$ cat src/rtl/core/mntr_pkg.sv
// Shared types and constants of the memory node with tree routing.
package mntr_pkg;

  localparam int unsigned MemDepth = 4096;
  localparam int unsigned IdxW     = $clog2(MemDepth);
  localparam int unsigned WiuW     = 13;
  localparam int unsigned SegW     = 24;
  localparam int unsigned LimW     = (IdxW + 1 > WiuW) ? IdxW + 1 : WiuW;
  localparam int unsigned AddrW    = 64;
  localparam int unsigned DataW    = 64;
  localparam int unsigned TagW     = 8;
  localparam int unsigned OffW     = 40;

  typedef enum logic [1:0] {
    ReqRead   = 2'd0,
    ReqWrite  = 2'd1,
    ReqSignal = 2'd2,
    ReqInject = 2'd3
  } req_type_e;

  typedef enum logic [2:0] {
    RkReadDone  = 3'd0,
    RkWriteDone = 3'd1,
    RkRange     = 3'd2,
    RkSignal    = 3'd3,
    RkRouter    = 3'd4
  } result_kind_e;

  // Classified request, handed from the front to the back.
  typedef struct packed {
    result_kind_e     kind;
    logic [IdxW-1:0]  idx;
    logic [DataW-1:0] data;
    logic [TagW-1:0]  tag;
    logic [3:0]       cpu;
    logic [7:0]       up;
    logic [SegW-1:0]  down;
    logic [1:0]       mode;
    logic [AddrW-1:0] addr;
  } cmd_t;

endpackage

$ cat src/rtl/core/mntr_front.sv
// Request classifier: local access, range check, signal and route computation.
module mntr_front (
  input  logic [1:0]                 req_type_i,
  input  logic                       from_router_i,
  input  logic [mntr_pkg::AddrW-1:0] address_i,
  input  logic [mntr_pkg::DataW-1:0] word_data_i,
  input  logic [mntr_pkg::TagW-1:0]  word_tag_i,
  input  logic [mntr_pkg::SegW-1:0]  segment_id_i,
  input  logic [mntr_pkg::WiuW-1:0]  words_in_use_i,
  output mntr_pkg::cmd_t             cmd_o
);

  mntr_pkg::req_type_e            rt;
  logic [mntr_pkg::SegW-1:0]      dseg;
  logic [mntr_pkg::SegW-1:0]      diff;
  logic [mntr_pkg::OffW-1:0]      off;
  logic [mntr_pkg::LimW-1:0]      limit;
  logic                           own_seg;
  logic                           in_range;
  logic [6:0]                     up;
  logic [2:0]                     up_len;
  logic [3:0]                     levels;
  logic [3:0]                     lvl_gap;
  logic [4:0]                     sh;
  logic [mntr_pkg::SegW-1:0]      path_full;

  assign rt      = mntr_pkg::req_type_e'(req_type_i);
  assign dseg    = address_i[mntr_pkg::AddrW-1 -: mntr_pkg::SegW];
  assign off     = address_i[mntr_pkg::OffW-1:0];
  assign own_seg = (dseg == segment_id_i);
  assign diff    = segment_id_i ^ dseg;

  always_comb begin
    if (mntr_pkg::LimW'(words_in_use_i) > mntr_pkg::LimW'(mntr_pkg::MemDepth)) begin
      limit = mntr_pkg::LimW'(mntr_pkg::MemDepth);
    end else begin
      limit = mntr_pkg::LimW'(words_in_use_i);
    end
  end

  assign in_range = own_seg && (off < mntr_pkg::OffW'(limit));

  // Up count bit k covers coordinate bit k+1, i.e. segment bits 3k+5..3k+3.
  always_comb begin
    for (int k = 0; k < 7; k++) begin
      up[k] = |diff[3*k+3 +: 3];
    end
  end

  always_comb begin
    up_len = 3'd0;
    for (int k = 0; k < 7; k++) begin
      if (up[k]) up_len = 3'(k + 1);
    end
  end

  // Level 0 group sits at the top; drop the unused low levels by shifting.
  always_comb begin
    for (int i = 0; i < 8; i++) begin
      path_full[mntr_pkg::SegW-1-3*i -: 3] = dseg[3*i +: 3];
    end
  end

  assign levels  = {1'b0, up_len} + 4'd1;
  assign lvl_gap = 4'd8 - levels;
  assign sh      = 5'({1'b0, lvl_gap} + {lvl_gap, 1'b0});

  always_comb begin
    cmd_o      = '0;
    cmd_o.kind = mntr_pkg::RkRange;
    if (from_router_i || own_seg) begin
      if (rt == mntr_pkg::ReqRead || rt == mntr_pkg::ReqWrite) begin
        if (in_range) begin
          cmd_o.idx = off[mntr_pkg::IdxW-1:0];
          if (rt == mntr_pkg::ReqRead) begin
            cmd_o.kind = mntr_pkg::RkReadDone;
          end else begin
            cmd_o.kind = mntr_pkg::RkWriteDone;
            cmd_o.data = word_data_i;
            cmd_o.tag  = word_tag_i;
          end
        end
      end else begin
        cmd_o.kind = mntr_pkg::RkSignal;
        cmd_o.data = word_data_i;
        cmd_o.cpu  = address_i[3:0];
      end
    end else begin
      cmd_o.kind = mntr_pkg::RkRouter;
      cmd_o.data = word_data_i;
      cmd_o.tag  = word_tag_i;
      cmd_o.up   = (rt == mntr_pkg::ReqInject) ? 8'hFF : {1'b0, up};
      cmd_o.down = path_full >> sh;
      cmd_o.mode = req_type_i;
      cmd_o.addr = address_i;
    end
  end

endmodule

$ cat config.mk
export PLATFORM = sky130hd
export DESIGN_NAME = mntr_front
export DESIGN_NICKNAME = d
export VERILOG_FILES = /design/src/rtl/core/mntr_pkg.sv /design/src/rtl/core/mntr_front.sv
export SDC_FILE = /design/constraint.sdc
export NUM_CORES = 1
export LEC_CHECK = 0
export BUFFER_PORTS_ARGS = -buffer_cell sky130_fd_sc_hd__buf_2
export CORE_AREA = 2 2 140 142
export DETAILED_ROUTE_END_ITERATION = 10
export DIE_AREA = 0 0 142 144
export GPL_TIMING_DRIVEN = 0
export MAX_ROUTING_LAYER = met4
export PLACE_DENSITY = 0.47
export RECOVER_POWER = 50
export SYNTH_ARGS = -nofsm -noshare
export SYNTH_HDL_FRONTEND = slang
export SYNTH_SLANG_ARGS = --single-unit
$ cat constraint.sdc
create_clock -name vclk -period 4.5
set_input_delay 0.675 -clock vclk [all_inputs]
set_output_delay 0.675 -clock vclk [all_outputs]
set_load 0.02 [all_outputs]
== Yosys cells after proc, flatten, opt, wreduce, memory -nomap -nowiden ==
Index checks and enable logic that the tools add are counted.

* Word-level logic and storage cells: 43
* Latch bits: 0
* Flip-flop bits (word level): 0
* Memories: 0
* RAM bits: 0
* Bits in read-only memories: 0

* Equality and inequality tests: 3
* Muxes and demuxes: 22
* Reduce and logical (&&, ||, !) cells: 11
* Div/mod/pow operators: 0
* Shift-type cells: 1
* Multipliers: 0
* Add/subtract/negate cells: 3
* Bitwise logic cells: 1
* Magnitude comparators: 2

{| class="wikitable"
|+ Operators by type and width
! operator !! number
|-
| 2-to-1 mux 72 bit || 2
|-
| 2-to-1 mux 98 bit || 1
|-
| 2-to-1 mux 87 bit || 1
|-
| 2-to-1 mux 64 bit || 1
|-
| less-than comparator 40 x 13 -> 1 bit || 1
|-
| equality test 24 bit || 1
|-
| 2-to-1 mux 12 bit || 2
|-
| 2-to-1 mux 3 bit || 8
|-
| right shift 24 x 5 -> 24 bit || 1
|-
| bitwise XOR 24 bit || 1
|-
| OR reduction 3 bit || 7
|-
| 2-to-1 mux 8 bit || 2
|-
| greater-than comparator 13 bit, second input constant || 1
|-
| 2-to-1 mux 13 bit || 1
|-
| 2-to-1 mux 4 bit || 2
|-
| adder 4 x 5 -> 5 bit || 1
|-
| adder 3 x 1 -> 4 bit, second input constant || 1
|-
| subtractor 4 bit, first input constant || 1
|-
| equality test 2 x 1 -> 1 bit, second input constant || 1
|-
| equality test 2 bit, second input constant || 1
|-
| zero test 2 bit || 1
|-
| logical OR 1 bit || 2
|-
| 2-to-1 mux 1 bit || 2
|-
| logical AND 1 bit || 1
|}

== Longest topological paths before layout ==
Gate-level depths: netlist (run 1).

* Word-level depth: 14
* Mapped depth: 15
* Depth with buffers taken out: 13

== Worst setup path before layout (run 1) ==
OpenSTA, ideal clock, no wires.

* Kind: input -> output
* From: input port segment_id_i[12] (netlist bit)
* To: output port cmd_o[69] (netlist bit)
* Stages: 15
* Path buffers: 3
* Required time: 3825 ps
* Setup slack: -224 ps
* Arrival: 4049 ps
* Cell sequence: xor2_1 > nor3_1 > o41ai_2 > o21ai_4 > inv_6 > buf_6 > ha_1 > clkbuf_1 > inv_2 > buf_1 > nand2_1 > nor2_1 > a221oi_1 > o221ai_1 > a21boi_0

{| class="wikitable"
|+ RTL lines
! what !! RTL line !! source
|-
| start: declaration || mntr_front.sv:8 || <nowiki>input logic [mntr_pkg::SegW-1:0] segment_id_i,</nowiki>
|-
| end: declaration || mntr_front.sv:10 || <nowiki>output mntr_pkg::cmd_t cmd_o</nowiki>
|}

==> results of run 1 <==
## layout by cell type, fill, tap and decap left out, types with 4 or more instances in the layout
master,instances
nand2_1,33
nor3_1,7
nor2b_1,74
clkbuf_2,8
xor2_1,14
nor3_2,4
nor2_1,17
nand4_1,5
xor2_2,4
nor4_1,7
clkbuf_1,77
nor3b_1,4
mux4_2,16
diode_2,6
and2_0,22
buf_4,29
buf_2,291
mux2i_1,22
o21ai_0,10
ha_1,14
and2_1,44
a21o_1,11
o22ai_1,4
a21oi_1,12
and3_1,14
## power breakdown
| part | switching, W | total, W | internal (W) |
|---|---|---|---|
| Clock | 0 | 0.000000000179 | 0.000000000179 |
| Sequential | 0 | 0 | 0 |
| Combinational | 0.000424 | 0.000719 | 0.000296 |
| Total | 0.000424 | 0.000719 | 0.000296 |
## kinds of logic (layout without fill, tap and decap cells)
logic type	count (synthesis)	count (layout)
AO/OA/AOI/OAI	59	59
multiplexers	44	44
adder cells (fa/ha/maj)	16	16
AND/OR/NAND/NOR	247	247
XOR/XNOR	26	26
other	0	6
buffers and inverters	33	419
## worst max-delay path: stages
cell and delay, ps:
buf_8 120, xor2_2 190, nor3_4 70, o311a_4 360, o21ai_4 210, clkinv_4 100
buf_12 140, ha_4 160, fa_2 600, buf_4 150, mux4_2 290, a2bb2oi_2 240
nor3_1 70, a31o_1 200, buf_2 160
## per-stage QoR
| stage | setup WS [ps] | TNS [ps] |
|---|---|---|
| finish | 59.2 | 0 |
| detailed placement | -1010 | -31540 |
| global route | -35.7 | -99.3 |
| global placement | -995 | -38670 |
| floorplan | -79.0 | -89.4 |
| CTS | -40.1 | -172 |
## path summary, 6_finish.rpt
path | from | end | slack [ps] | cells after the start
max | address_i[44] | cmd_o[68] | 60 | 15
min | address_i[37] | cmd_o[37] | 1690 | 3
## what timing repair did
| action | in CTS | in global routing |
|---|---|---|
| pin swaps | 9 | 18 |
| setup buffers | 7 | 17 |
| resized for setup | 28 | 52 |
| hold endpoints to repair | 0 | 0 |
| endpoints found under the setup margin | 86 | 101 |
## final cells by class
class	instances	area, um2	area share
multi-input combinational	392	3200	0.566
timing repair buffer	388	1980	0.350
tap	238	298	0.0527
buffer	24	120	0.0212
inverter	7	41.3	0.00730
antenna	6	15.0	0.00265
## layer usage
layer / routed length (um) / track usage
met5: 0 / -
met1: 8980 / 0.250
met3: 1440 / 0.0308
met4: 306 / 0.0205
met2: 9410 / 0.289
==> reports/qor.csv, run 1 <==
metric,value,unit
crit_fanout,7,
stdcell_area,5660,um2
period_share,0.987,
synth_most_common_cell,nor2b_1,
netlist_top_cells_area,"nor2b_1, and2_1, mux4_2",
finalSetupViolations,0,
rows,51,
portBuffers,364,
num-fill-cells,2146,
critPathLaunchType,input pin,
grt_max_degree,11,
hold_viol,0,
seq_cell_count,0,
grt_pass1_vias,4455,
fp.coreArea,19100,um2
die_x,142,um
yosysUniqueCellTypes,50,
synthTopCellsByCount,"nor2b_1, and2_1, nand2_1, mux2i_1, clkbuf_1",
syn_avg_cell_area,7.30,um2
whs,1690,ps
yosys.area.top_type,nor2b_1,
drive_gt1_frac,0.486,
yosys_warnings,0,
ant_nets,0,
instances_no_fill,1055,
drc,0,
synthCells,425,
required,3830,ps
antenna_found_initial,7,
area_growth_syn_to_layout,82.3,%
arrival,3770,ps
hpwl,17100,um
crit_path_end_kind,output port,
p_total,0.000719,W
drt_iter0_drc,311,
die_area,20400,um2
muxShareOfSynthArea,0.218,
place_congestion,0.860,
grt_util_all_layers,0.181,
p_leak,2.93,nW
start_util,0.163,
max_slew_margin,0.499,
fmax,0.225,GHz
routed_wirelength,20100,um
synth_top_family_by_area,simple AND/OR/NAND/NOR gates,
synth_compound_area_frac,0.142,
viasPerCell,4.49,
hold_class,input pin to output port,
fin_nets,1005,
synthAdderAreaFrac,0.0670,
synth_top_area_share,0.149,
layout_min_cycle_time,4440,ps
ff_latch_area,0,um2
status,finished clean,
routedWlPerCell,19.1,um
firstDrtPassIters,5,
grt-ovfl-total,0,
synth_nets,617,
critical_path_class,input pin to output port,
p_per_area,127,nW/um2
ys_seq_area_frac,0,
drv_slew,0,
clkbuf_count,0,
synthXorXnorAreaFrac,0.0734,
maxCapViolCount,0,
cts-hold-fix-buffers,0,
synth-simple-area-share,0.454,
dr_total_vias,4735,
io_pins,365,
placed_cells,1027,
utilization,0.296,
die_h,144,um
placed_cell_area,5230,um2
worst_pin_slew,748,ps
grt_pass1_wl,27500,um
synth_area,3100,um2
peakVddDrop,0.0000430,V
Power figures use the tool's default switching activity.
==> run 2: changes to the inputs <==
- RECOVER_POWER: 50 -> default
==> run 2 against run 1 <==
  * Non-clock buffer count unchanged
  * Sequential share of layout area unchanged
  * Power grew 1.3%
  * Utilization is 0.45 points higher
  * Critical endpoint unchanged
  * Largest cell class unchanged
  * Cell count is the same
  * Via count up 1.5%
  * Hold slack lost 3.6 ps
  * Design area increased by 1.5%
  * Wire length rose by 0.41%
  * Largest power group unchanged
  * Global-route usage did not move
  * Sequential cell count is the same
  * Combinational power grew 1%
==> reports/qor.csv, run 2 (synthesis results as in run 1) <==
metric,value,unit
place_congestion,0.860,
fp.coreArea,19100,um2
required,3830,ps
area_growth_syn_to_layout,85.1,%
layout_min_cycle_time,4450,ps
io_pins,365,
drc,0,
die_x,142,um
p_leak,3.16,nW
grt-ovfl-total,0,
maxCapViolCount,0,
routed_wirelength,20200,um
peakVddDrop,0.0000452,V
stdcell_area,5740,um2
start_util,0.163,
p_per_area,127,nW/um2
fmax,0.225,GHz
clkbuf_count,0,
crit_fanout,7,
critical_path_class,input pin to output port,
worst_pin_slew,743,ps
slowest_delay,610,ps
layout_common_cells,"buf_2, nor2b_1, and2_1, nand2_1, buf_4",
finalSetupViolations,0,
grt_max_degree,11,
ff_latch_area,0,um2
critPathLaunchType,input pin,
dp_slack,-1010,ps
grt_pass1_vias,4455,
rows,51,
die_area,20400,um2
drive_gt1_frac,0.562,
hpwl,17100,um
routedWlPerCell,19.2,um
crit_path_end_kind,output port,
drt_iter0_drc,332,
crit_chain,buf_8 > xor2_2 > nor3_4 > o311a_4 > o21ai_4 > clkinv_4 > buf_12 > ha_4 > fa_2 > buf_4 > mux4_2 > a2bb2oi_2 > nor3_1 > a31o_1 > buf_2,
placed_cell_area,5230,um2
hold_class,input pin to output port,
crit_slowest_cell,fa_2,
final_common_cell,buf_2,
viasPerCell,4.55,
worst_slack,53.6,ps
grt_util_all_layers,0.181,
dr_total_vias,4805,
drv_slew,0,
die_h,144,um
antenna_found_initial,7,
hold_viol,0,
ant_nets,0,
status,finished clean,
period_share,0.988,
fin_nets,1005,
p_total,0.000728,W
arrival,3770,ps
firstDrtPassIters,5,
utilization,0.301,
portBuffers,364,
grt_pass1_wl,27500,um
seq_cell_count,0,
max_slew_margin,0.503,
-- run 2: worst max-delay path: cells and delay by family --
family                     cells  cell delay, ps
AOI/OAI and AO/OA              4            1030
adders and majority gates      2             770
buffers and inverters          5             680
muxes                          1             290
xor gates and xnor gates       1             190
and+or+nand+nor                2             150
-- run 2: per-layer routing --
layer | share of wire | GRT usage | routed length [um]
met1 | 0.44 | 0.250 | 8840
met2 | 0.47 | 0.289 | 9470
met4 | 0.014 | 0.0205 | 274
met5 | 0 | - | 0
met3 | 0.081 | 0.0308 | 1630
-- run 2: area by class of cell --
cell class | count | area [um2]
antenna | 6 | 15.0
buffer | 24 | 120
fill | 2116 | 13300
inverter | 7 | 41.3
multi-input combinational | 392 | 3210
tap | 238 | 298
timing repair buffer | 388 | 2060
-- run 2: path summary, 6_finish.rpt --
check                         to       startpoint  cells past startpoint  slack [ps]
worst min-delay path  cmd_o[160]  word_data_i[50]                      3        1680
worst max-delay path   cmd_o[68]    address_i[44]                     15          50
-- run 2: through the flow --
step / hold slack (ps) / setup TNS (ps) / std cells
after detailed placement: 1680 / -31540 / 1027
after CTS: 1680 / -172 / 1033
final: 1680 / 0 / 1055
after floorplan: 1520 / -89.4 / 425
after global routing: 1700 / -99.0 / 1053
after global placement: 1680 / -38670 / 1027
-- run 2: power breakdown --
part                 total, W     internal, W  leakage [nW]  switching (W)
logic                0.000728        0.000305          3.16       0.000424
registers                   0               0             0              0
clock network  0.000000000179  0.000000000179     0.0000380              0
total                0.000728        0.000305          3.16       0.000424
-- run 2: timing repair --
item / CTS / global route
pin swaps: 9 / 18
setup buffers: 7 / 17
hold buffers: 0 / 0
resized for setup: 28 / 52
setup endpoints to repair: 86 / 101
