<file path="src/rtl/core/mntr_pkg.sv">
// Shared types and constants of the memory node with tree routing.
package mntr_pkg;

  localparam int unsigned MemDepth = 4096;
  localparam int unsigned IdxW     = $clog2(MemDepth);
  localparam int unsigned WiuW     = 13;
  localparam int unsigned SegW     = 24;
  localparam int unsigned LimW     = (IdxW + 1 > WiuW) ? IdxW + 1 : WiuW;
  localparam int unsigned AddrW    = 64;
  localparam int unsigned DataW    = 64;
  localparam int unsigned TagW     = 8;
  localparam int unsigned OffW     = 40;

  typedef enum logic [1:0] {
    ReqRead   = 2'd0,
    ReqWrite  = 2'd1,
    ReqSignal = 2'd2,
    ReqInject = 2'd3
  } req_type_e;

  typedef enum logic [2:0] {
    RkReadDone  = 3'd0,
    RkWriteDone = 3'd1,
    RkRange     = 3'd2,
    RkSignal    = 3'd3,
    RkRouter    = 3'd4
  } result_kind_e;

  // Classified request, handed from the front to the back.
  typedef struct packed {
    result_kind_e     kind;
    logic [IdxW-1:0]  idx;
    logic [DataW-1:0] data;
    logic [TagW-1:0]  tag;
    logic [3:0]       cpu;
    logic [7:0]       up;
    logic [SegW-1:0]  down;
    logic [1:0]       mode;
    logic [AddrW-1:0] addr;
  } cmd_t;

endpackage

</file>
<file path="src/rtl/core/mntr_cmd_fifo.sv">
// Two-entry queue of classified requests between front and back.
module mntr_cmd_fifo (
  input  logic           clk_i,
  input  logic           rst_ni,
  input  logic           push_i,
  input  mntr_pkg::cmd_t push_cmd_i,
  output logic           full_o,
  input  logic           pop_i,
  output logic           valid_o,
  output mntr_pkg::cmd_t pop_cmd_o
);

  mntr_pkg::cmd_t entry_q [2];
  logic           wr_ptr_q, wr_ptr_d;
  logic           rd_ptr_q, rd_ptr_d;
  logic [1:0]     cnt_q, cnt_d;
  logic           do_push, do_pop;

  assign full_o    = (cnt_q == 2'd2);
  assign valid_o   = (cnt_q != 2'd0);
  assign pop_cmd_o = entry_q[rd_ptr_q];
  assign do_push   = push_i && !full_o;
  assign do_pop    = pop_i && valid_o;

  always_comb begin
    wr_ptr_d = do_push ? !wr_ptr_q : wr_ptr_q;
    rd_ptr_d = do_pop ? !rd_ptr_q : rd_ptr_q;
    cnt_d    = cnt_q + {1'b0, do_push} - {1'b0, do_pop};
  end

  always_ff @(posedge clk_i or negedge rst_ni) begin
    if (!rst_ni) begin
      wr_ptr_q <= 1'b0;
      rd_ptr_q <= 1'b0;
      cnt_q    <= 2'd0;
    end else begin
      wr_ptr_q <= wr_ptr_d;
      rd_ptr_q <= rd_ptr_d;
      cnt_q    <= cnt_d;
    end
  end

  always_ff @(posedge clk_i) begin
    if (do_push) begin
      entry_q[wr_ptr_q] <= push_cmd_i;
    end
  end

endmodule

</file>
<file path="config.mk">
export PLATFORM = sky130hd
export DESIGN_NAME = mntr_cmd_fifo
export DESIGN_NICKNAME = d
export VERILOG_FILES = /design/src/rtl/core/mntr_pkg.sv /design/src/rtl/core/mntr_cmd_fifo.sv
export SDC_FILE = /design/constraint.sdc
export NUM_CORES = 1
export LEC_CHECK = 0
export ABC_AREA = 1
export BUFFER_PORTS_ARGS = -buffer_cell sky130_fd_sc_hd__buf_2
export CORE_UTILIZATION = 56
export DETAILED_ROUTE_END_ITERATION = 12
export PLACE_DENSITY = 0.82
export SLEW_MARGIN = 0
export SYNTH_ARGS = -nofsm -noshare
export SYNTH_HDL_FRONTEND = slang
export SYNTH_SLANG_ARGS = --single-unit
</file>
<file path="constraint.sdc">
create_clock -name clk_i -period 19.35 [get_ports clk_i]
set_input_delay 3.87 -clock clk_i [delete_from_list [all_inputs] [get_ports clk_i]]
set_output_delay 3.87 -clock clk_i [all_outputs]
set_load 0.02 [all_outputs]
</file>
**Yosys cells after proc, flatten, opt, wreduce, memory -nomap -nowiden**

Memory sizes are Yosys's and may differ from the RTL's.
Index checks and enable logic that the tools add are counted.

- Memories kept: 1
- Logic and storage cells: 15
- Memory bits (read-only): 0
- Bits of input ports: 193
- RAM bits: 378
- Register bits after elaboration: 4
- Latch bits: 0

- Reductions and logical operators: 6
- Order comparisons: 0
- Add/subtract/negate cells: 2
- Equality and inequality tests: 1
- Shift-type cells: 0
- Div/mod/pow operators: 0
- Mux-type cells: 2
- Multipliers: 0
- Bitwise gates (word level): 0

Memories:

| memory | words | bits a word | read ports | clocked after Yosys merged registers in | write ports | RTL line | RTL |
|---|---|---|---|---|---|---|---|
| entry_q | 2 | 189 | 1 | 0 | 1 | mntr_cmd_fifo.sv:13 | `mntr_pkg::cmd_t entry_q [2];` |

Operators with widths:

| cell | number |
|---|---|
| $logic_not 1->1 | 3 |
| $add 2x1->2 | 1 |
| $eq 2x2->1 const B | 1 |
| $logic_and 1x1->1 | 2 |
| $mux 1 | 2 |
| $reduce_bool 2->1 | 1 |
| $sub 2x1->2 | 1 |

**Longest topological paths before layout**

Gate-level depths: netlist (run 1).

- Depth after elaboration: 5
- Depth in mapped cells: 10
- Gate-level depth less buffers: 10

**Worst setup path after synthesis (run 1)**

OpenSTA, ideal clock, no wires.

- Path type: input to register
- Start: input push_i
- End: memory entry_q[1][0] in the netlist's numbering (enable)
- Path buffers: 0
- Arrival time: 11.791 ns
- Setup slack: 6.819 ns
- Cell stages on the path: 2
- Setup time: 0.740 ns
- Data required time: 18.610 ns
- Path through: nand2_1 > nor2_1

- Longest elaborated chain between the ends: 3

Ends and longest elaborated chain:

| element | RTL line | RTL |
|---|---|---|
| from (decl) | mntr_cmd_fifo.sv:5 | `input logic push_i,` |
| $logic_and 1x1->1 | mntr_cmd_fifo.sv:22 | `assign do_push = push_i && !full_o;` |
| $mux 1 | mntr_cmd_fifo.sv:44 | `if (do_push) begin` |
| $mux 1 (not written as such) | mntr_cmd_fifo.sv:45 | `entry_q[wr_ptr_q] <= push_cmd_i;` |
| to (decl) | mntr_cmd_fifo.sv:13 |  |

Every way passes these cells.

==> metrics.yaml, run 1 <==
power-per-cell-area_mw_per_mm2: 167
tns_ns: 0
syn_avg_cell_area_um2: 13.7
yosys-top-cells-area: "edfxtp_1 (81%), nand2_1 (16%), buf_2 (0.75%)"
yosys.area_share.adder_pct: 0.180
skew_ns: 0.00836
wl_per_cell_um: 17.1
path_class: "flip-flop to primary output"
place_ws_ns: 12.55
crit_chain: "inv_6 -> buf_4 -> nand2_1 -> nand2_1 -> buf_2"
synthMuxAreaShare_pct: 0
fin_crit_ns: 7.26
syn_area_mm2: 0.0139
grt_use_total_pct: 23.6
grt_pass1_vias: 9129
dp_hpwl_um: 19100
layout_commonest_cell: "nand2_1"
max_slew_margin_pct: 27.0
critPathMaxFanout: 104
die-area_mm2: 0.0255
first_iter_violations: 637
fin_area_mm2: 0.0174
cpPeakStageDelay_ns: 0.85
synth-simple-area-share_pct: 15.8
switching_share_pct: 36.9
status: "complete, no violations"
pwr-share-seq_pct: 41.4
combPwrFrac_pct: 33.2
final_util_pct: 71.3
vias_per_cell: 5.08
wl_met1_um: 10800
setup_viol: 0
synth_top_area_share_pct: 81.5
ioPinCount: 384
start_util_pct: 57.1
grt_max_degree: 110
die_h_um: 160
dr.pass1.iters: 5
top_layer: "met5"
finalNonFillerCells: 1766
arrival_ns: 3.39
ant_nets: 0
fin_crit_sh_pct: 37.5
synth_area_leader_cell: "edfxtp_1"
internal_power_mw: 1.83
clkTransAtPathRegs_ns: 0.06
htree_levels: 2
gp_congestion: 0.778
synth_cell_types: 11
io_buffers: 383
rsz0062_at_grt: "no"
startpoint_type: "flip-flop"
synth_compound_area_share_pct: 0
max_cap_violations: 0
cts_setup_buffers: 0
power_mw: 2.90
pwr-share-clk_pct: 25.4
mostFrequentLayoutCells: "nand2_1 (580), buf_2 (383), edfxtp_1 (378), clkbuf_16 (41), clkinv_2 (10)"
synthToLayoutAreaGrowth_pct: 24.8
peakVddDrop_mv: 0.124
clk_path_buf_depth: 3
antenna_found_initial: 8
synthXorXnorAreaFrac_pct: 0
cts-resized-gates: 0
root_buffer: "clkbuf_16"
numPlacedInstances: 1690
syn_nets: 1214
hold_slack_ns: 0.491
drc: 0
end_kind: "primary output"
finalWorstSetupSlack_ns: 12.09
coreArea_mm2: 0.0244
cts_made_buffers: 39
postPlaceCellArea_mm2: 0.0161
yosys_warnings: 0
nNetsFinal: 1602
grt_pass1_wl_um: 46500
drt_wl_total_um: 30300
hold_class: "flip-flop to flip-flop"
cts_hold_buf: 0
cts_sinks: 382
tightest_slew_ns: 1.09
p_leak_nw: 7.53
hold_viol: 0
cp_common_cell: "nand2_1"
cp.required_ns: 15.48
wl_met2_um: 15500
insertion_delay_ns: 0.50
routed-via-count: 8977
die_x_um: 160
rows: 57
synth_seq_cells: 382
cts_tree: "built"
syn_inst: 1019
drv_slew: 0
fmax_mhz: 138
cpMaxStageDelayCell: "buf_4"
yosysSeqAreaShare_pct: 82.2
wl_met3_um: 3110
synth_top_family_by_area: "simple AND/OR/NAND/NOR gates"
grt.overflow.total: 0
p_sw_mw: 1.07
final_layout_size_suffix_gt1_share_pct: 31.4
-- registers in the layout, indices dropped and copies added (netlist names) --
name,flops
cnt_q,2
entry_q,378
rd_ptr_q,1
wr_ptr_q,1
-- final timing paths --
check                      cells after the start  startpoint              to  slack (ns)
max                                            5    rd_ptr_q   pop_cmd_o[14]       12.09
min                                            2    wr_ptr_q        wr_ptr_q        0.49
min in group asynchronous                      1      rst_ni        wr_ptr_q        3.17
max in group asynchronous                      1      rst_ni        rd_ptr_q       16.04
min reg2reg                                    2    wr_ptr_q        wr_ptr_q        0.49
max reg2reg                                    4    cnt_q[1]  entry_q[1][78]       16.53
-- layer usage --
| metal | up-vias | GRT usage, % |
|---|---|---|
| met4 | 8 | 7.87 |
| met3 | 65 | 8.29 |
| met5 | - | 0 |
| met2 | 394 | 42.2 |
| met1 | 4279 | 26.0 |
| li1 | 4231 | - |
-- worst max-delay path: cells and delay by family, from the launching register on --
| kind | cells | cell delay (ns) |
|---|---|---|
| buffers and inverters | 3 | 1.72 |
| and+or+nand+nor | 2 | 0.29 |
| DFF | 1 | 0.84 |
-- Yosys cell counts --
master	instances
nand2_1	580
nor2_1	1
buf_2	21
edfxtp_1	378
inv_1	9
buf_4	11
nand3_1	3
inv_2	1
clkbuf_1	9
ha_1	2
dfrtp_1	4
-- power groups by stage --
stage | sequential, mW | clock (mW) | combinational, mW
after floorplan | 1.22 | 0 | 0.652
after global placement | 1.21 | 0 | 0.948
after detailed placement | 1.22 | 0 | 0.964
after CTS | 1.20 | 0.750 | 0.973
after global routing | 1.22 | 0.781 | 1.04
final | 1.20 | 0.737 | 0.963
-- cell type report --
cell class,count,area [µm²]
flip-flops and latches,382,11500
fillers,1593,7010
multi-input cells,586,2230
repair buffers,388,1950
clock buffers,50,1070
well taps,324,405
clock inverters,21,208
inverters,10,50.0
diodes,5,12.5
-- logic make-up (layout without fill, tap and decap cells) --
logic type | Yosys count | count (layout)
other | 0 | 5
adder cells (fa/ha/maj) | 2 | 2
buffers and inverters | 51 | 469
flip-flops | 382 | 382
AND/OR/NAND/NOR | 584 | 584
(Power assumes the default switching activity.)
==> run 2: changes to the inputs <==
ABC_AREA = 0   (was 1)
CORE_UTILIZATION = 47   (was 56)
PLACE_DENSITY = 0.73   (was 0.82)
clock period = 6.4 ns   (was 19.35 ns; I/O delays follow)
==> run 2 against run 1 <==
Against the previous run:
- clock power increased to 3.0 times the previous value
- critical path type unchanged
- global-route usage decreased by 6.8 points
- setup slack got worse by 9.8 ns
- sequential power increased to 3.0 times the previous value
- synthesized area increased by 2.2%
- power increased to 3.0 times the previous value
- die area increased by 21%
- via count decreased by 21%
==> metrics.yaml, run 2 <==
status: "complete, no violations"
path_class: "flip-flop to primary output"
vias_per_cell: 4.92
place_ws_ns: 2.81
synth_ff_type: "edfxtp_1"
cts_tree: "built"
coreArea_mm2: 0.0297
syn_area_mm2: 0.0142
htree_levels: 2
tns_ns: 0
fill_cells: 2161
cts_sinks: 382
finalWorstSetupSlack_ns: 2.33
max_slew_margin_pct: 12.7
die_x_um: 176
peakVddDrop_mv: 0.384
antenna_found_initial: 8
start_util_pct: 47.9
wl_per_cell_um: 18.6
critPathMaxFanout: 57
yosys_warnings: 0
hold_class: "flip-flop to flip-flop"
synth_edf_count: 378
nNetsFinal: 1208
largest-register: "entry_q"
syn_inst: 606
synthToLayoutAreaGrowth_pct: 25.1
drt_wl_total_um: 26700
grt.overflow.total: 0
cts_setup_buffers: 0
die_h_um: 176
die-area_mm2: 0.0310
synth.top_cells.by_count: "edfxtp_1 (378), mux2_4 (100), mux2_2 (89)"
yosys-top-cells-area: "edfxtp_1 (80%), mux2_4 (11%), mux2_2 (7.0%)"
first_iter_violations: 397
hold_depth: 1
synth_cell_types: 16
final_layout_size_suffix_gt1_share_pct: 61.0
root_buffer: "clkbuf_16"
dr.pass1.iters: 4
syn_nets: 801
synth_top_area_share_pct: 79.7
largest_reg_flops: 378
synth_area_leader_cell: "edfxtp_1"
syn_avg_cell_area_um2: 23.5
setup_viol: 0
synth_seq_cells: 382
power-per-cell-area_mw_per_mm2: 488
yosysSeqAreaShare_pct: 80.4
largestRegisters: "entry_q x378, cnt_q x2"
fin_area_mm2: 0.0178
drc: 0
tightest_slew_ns: 1.31
async_reset_ff_share_pct: 1.05
routed-via-count: 7063
drv_slew: 0
grt_pass1_vias: 7415
cts_hold_buf: 0
startpoint_type: "flip-flop"
io_buffers: 383
max_cap_violations: 0
p_leak_nw: 6.94
fin_crit_ns: 4.07
clk_path_buf_depth: 3
skew_ns: 0.0159
postPlaceCellArea_mm2: 0.0165
synth_most_common_cell: "edfxtp_1"
r2r_cells: 4
grt_use_total_pct: 16.8
rows: 63
cp.required_ns: 5.12
insertion_delay_ns: 0.51
ant_nets: 0
grt_pass1_wl_um: 39600
dp_hpwl_um: 17300
fmax_mhz: 246
end_kind: "primary output"
arrival_ns: 2.79
ioPinCount: 384
cts-resized-gates: 0
layout_commonest_cell: "buf_2"
grt_max_degree: 190
clkTransAtPathRegs_ns: 0.06
rsz0062_at_grt: "no"
hold_viol: 0
cts_made_buffers: 39
mostFrequentLayoutCells: "buf_2 (383), edfxtp_1 (378), mux2_4 (100), mux2_2 (89), clkbuf_16 (41)"
fin_crit_sh_pct: 63.6
gp_congestion: 0.770
## run 2: cell types whose count changed in the layout (fill, tap and decap cells not counted), moves of 4 or more
cell | previous run | this run
inv_1 | 8 | 2
clkinv_1 | 4 | 9
mux2_4 | 0 | 100
nand2_1 | 580 | 1
mux2_2 | 0 | 89
buf_4 | 5 | 1
## run 2: metal layers
metal	global-route usage, %	part of all wire, %
met4	6.20	2.7
met3	6.89	11
met5	0	0.13
met2	28.2	49
met1	19.1	37
## run 2: final cells by class
cell class / count / area (µm²) / area share (%)
clock buffer: 46 / 1040 / 5.86
tap: 390 / 488 / 2.74
multi-input combinational: 201 / 2610 / 14.6
antenna: 5 / 12.5 / 0.0702
clock inverter: 23 / 214 / 1.20
timing repair buffer: 387 / 1980 / 11.1
sequential: 382 / 11500 / 64.3
inverter: 2 / 7.51 / 0.0421
## run 2: cell families after synthesis
kind of cell / after synthesis / share of synthesized area, %
adder cells (fa/ha/maj): 2 / 0.176
buffers and inverters: 23 / 1.32
XOR/XNOR: 4 / 0.246
multiplexers: 189 / 17.6
AND/OR/NAND/NOR: 6 / 0.229
flip-flops: 382 / 80.4
## run 2: power by group
group	total [mW]	switching, mW	internal [mW]	leakage, nW
Sequential	3.64	0.203	3.43	3.56
Combinational	2.86	1.65	1.20	2.76
Clock	2.20	0.875	1.32	0.618
## run 2: worst paths after layout
path	from	endpoint	slack (ns)
min in group asynchronous	rst_ni	cnt_q[0]	0.56
max in group asynchronous	rst_ni	rd_ptr_q	5.69
worst max-delay path	rd_ptr_q	pop_cmd_o[53]	2.33
worst min-delay path	cnt_q[0]	cnt_q[0]	0.52
worst max register to register	cnt_q[1]	entry_q[0][69]	4.20
worst min register to register	cnt_q[0]	cnt_q[0]	0.52
## run 2: through the flow
stage | hold WS [ns] | power, mW | util (%) | std cells
final | 0.515 | 8.69 | 59.9 | 1436
after global routing | 0.540 | 9.07 | 59.9 | 1433
after CTS | 0.520 | 8.80 | 59.9 | 1431
after detailed placement | 0.504 | 6.59 | 55.7 | 1362
after global placement | 0.493 | 6.55 | 55.7 | 1362
after floorplan | 0.483 | 5.81 | - | 606
## run 2: worst max-delay path: stages, from the launching register on
cell and delay, ns:
dfrtp_4 0.99, buf_4 0.64, mux2_2 0.41, buf_2 0.16
==> run 3: changes to the inputs <==
clock period = 3.3 ns   (was 6.4 ns; I/O delays follow)
==> run 3 against run 2 <==
Against the previous run:
- power grew 94%
- clock skew is 0.0038 ns higher
- global-route usage rose by 0.68 points
- wire length increased by 4.9%
- highest routed layer unchanged
- first-iteration DRC count fell by 18%
- setup slack lost 1.9 ns
- utilization grew 0.22 points
==> metrics.yaml, run 3 (synthesized netlist as in run 2, its figures left out) <==
status: "complete, no violations"
final_layout_size_suffix_gt1_share_pct: 60.9
vias_per_cell: 4.97
cts_sinks: 382
die_h_um: 176
nNetsFinal: 1213
cts_made_buffers: 38
numPlacedInstances: 1367
layout_commonest_cell: "buf_2"
hold_depth: 1
die-area_mm2: 0.0310
clk_path_buf_depth: 3
crit_start: "rd_ptr_q"
grt_pass1_vias: 7406
antenna_found_initial: 10
largestRegisters: "entry_q x378, cnt_q x2"
r2r_start: "cnt_q[1]"
postPlaceCellArea_mm2: 0.0167
mostFrequentLayoutCells: "buf_2 (383), edfxtp_1 (378), mux2_4 (100), mux2_2 (89), clkbuf_16 (39)"
peakVddDrop_mv: 0.634
start_util_pct: 47.9
fin_crit_sh_pct: 85.7
drv_slew: 0
place_ws_ns: 0.973
end_kind: "primary output"
r2r_cells: 3
tns_ns: 0
clkTransAtPathRegs_ns: 0.06
rsz0062_at_grt: "no"
arrival_ns: 2.17
path_class: "flip-flop to primary output"
finalNonFillerCells: 1436
power-per-cell-area_mw_per_mm2: 944
max_cap_violations: 0
grt_use_total_pct: 17.4
finalWorstSetupSlack_ns: 0.473
skew_ns: 0.0197
first_iter_violations: 326
drt_wl_total_um: 28000
p_leak_nw: 6.95
dp_hpwl_um: 18700
grt_max_degree: 122
cts_hold_buf: 1
largest_reg_flops: 378
wl_per_cell_um: 19.5
largest-register: "entry_q"
ioPinCount: 384
tightest_slew_ns: 0.701
io_buffers: 383
coreArea_mm2: 0.0297
drc: 0
cpMaxStageDelayCell: "dfrtp_4"
ant_nets: 0
hold_class: "input port to flip-flop"
root_buffer: "clkbuf_16"
cts_tree: "built"
fin_crit_ns: 2.83
cpPeakStageDelay_ns: 0.74
grt_pass1_wl_um: 40600
endpoint: "pop_cmd_o[31]"
fill_cells: 2200
seqCellArea_mm2: 0.0115
r2r_slack_ns: 1.40
synthToLayoutAreaGrowth_pct: 25.6
rows: 63
insertion_delay_ns: 0.52
fin_area_mm2: 0.0179
startpoint_type: "flip-flop"
fmax_mhz: 354
routed-via-count: 7143
multiInputGateArea_mm2: 0.00263
dr.pass1.iters: 4
cts_setup_buffers: 0
hold_viol: 0
critPathMaxFanout: 47
r2r_end: "entry_q[1][148]"
gp_congestion: 0.792
grt.overflow.total: 0
max_slew_margin_pct: 53.3
crit_chain: "buf_12 -> mux2_2 -> buf_2"
power_mw: 16.9
die_x_um: 176
cp.required_ns: 2.64
setup_viol: 0
cts-resized-gates: 0
htree_levels: 2
## run 3: worst max-delay path, delay by kind of cell (launching register included)
family	cells	cell delay, ns
flip-flops	1	0.74
buffers and inverters	2	0.47
multiplexers	1	0.38
## run 3: per-layer routing
metal	vias up	GRT usage (%)	share of wire (%)
li1	3238	-	-
met1	3510	20.2	37
met2	325	29.7	50
met3	62	6.31	9.6
met4	8	6.41	3.1
met5	-	0	0.18
## run 3: area by class of cell
type	instances	share of cell area [%]
flip-flops and latches	382	64.1
clock buffers	44	5.56
well taps	390	2.73
inverters	2	0.0420
clock inverters	19	1.06
diodes	5	0.0700
repair buffers	393	11.8
multi-input cells	201	14.7
## run 3: through the flow
| step | util, % | hold slack (ns) |
|---|---|---|
| floorplan | - | 0.364 |
| global placement | 56.1 | 0.474 |
| detailed placement | 56.1 | 0.478 |
| CTS | 60.1 | 0.308 |
| global route | 60.1 | 0.310 |
| finish | 60.2 | 0.332 |
## run 3: power by group
group	switching (mW)	internal [mW]
sequential	0.342	6.64
clock	1.67	2.46
combinational	3.34	2.43
## run 3: how the worst min path moves through the flow
stage	startpoint	end	slack, ns
3_3_place_gp	rst_ni	cnt_q[0]	0.47
6_report	push_cmd_i[40]	entry_q[1][40]	0.33
4_1_cts	push_cmd_i[40]	entry_q[0][40]	0.31
2_1_floorplan	rst_ni	cnt_q[0]	0.36
3_5_place_dp	rst_ni	cnt_q[0]	0.48
5_1_grt	push_cmd_i[44]	entry_q[0][44]	0.31
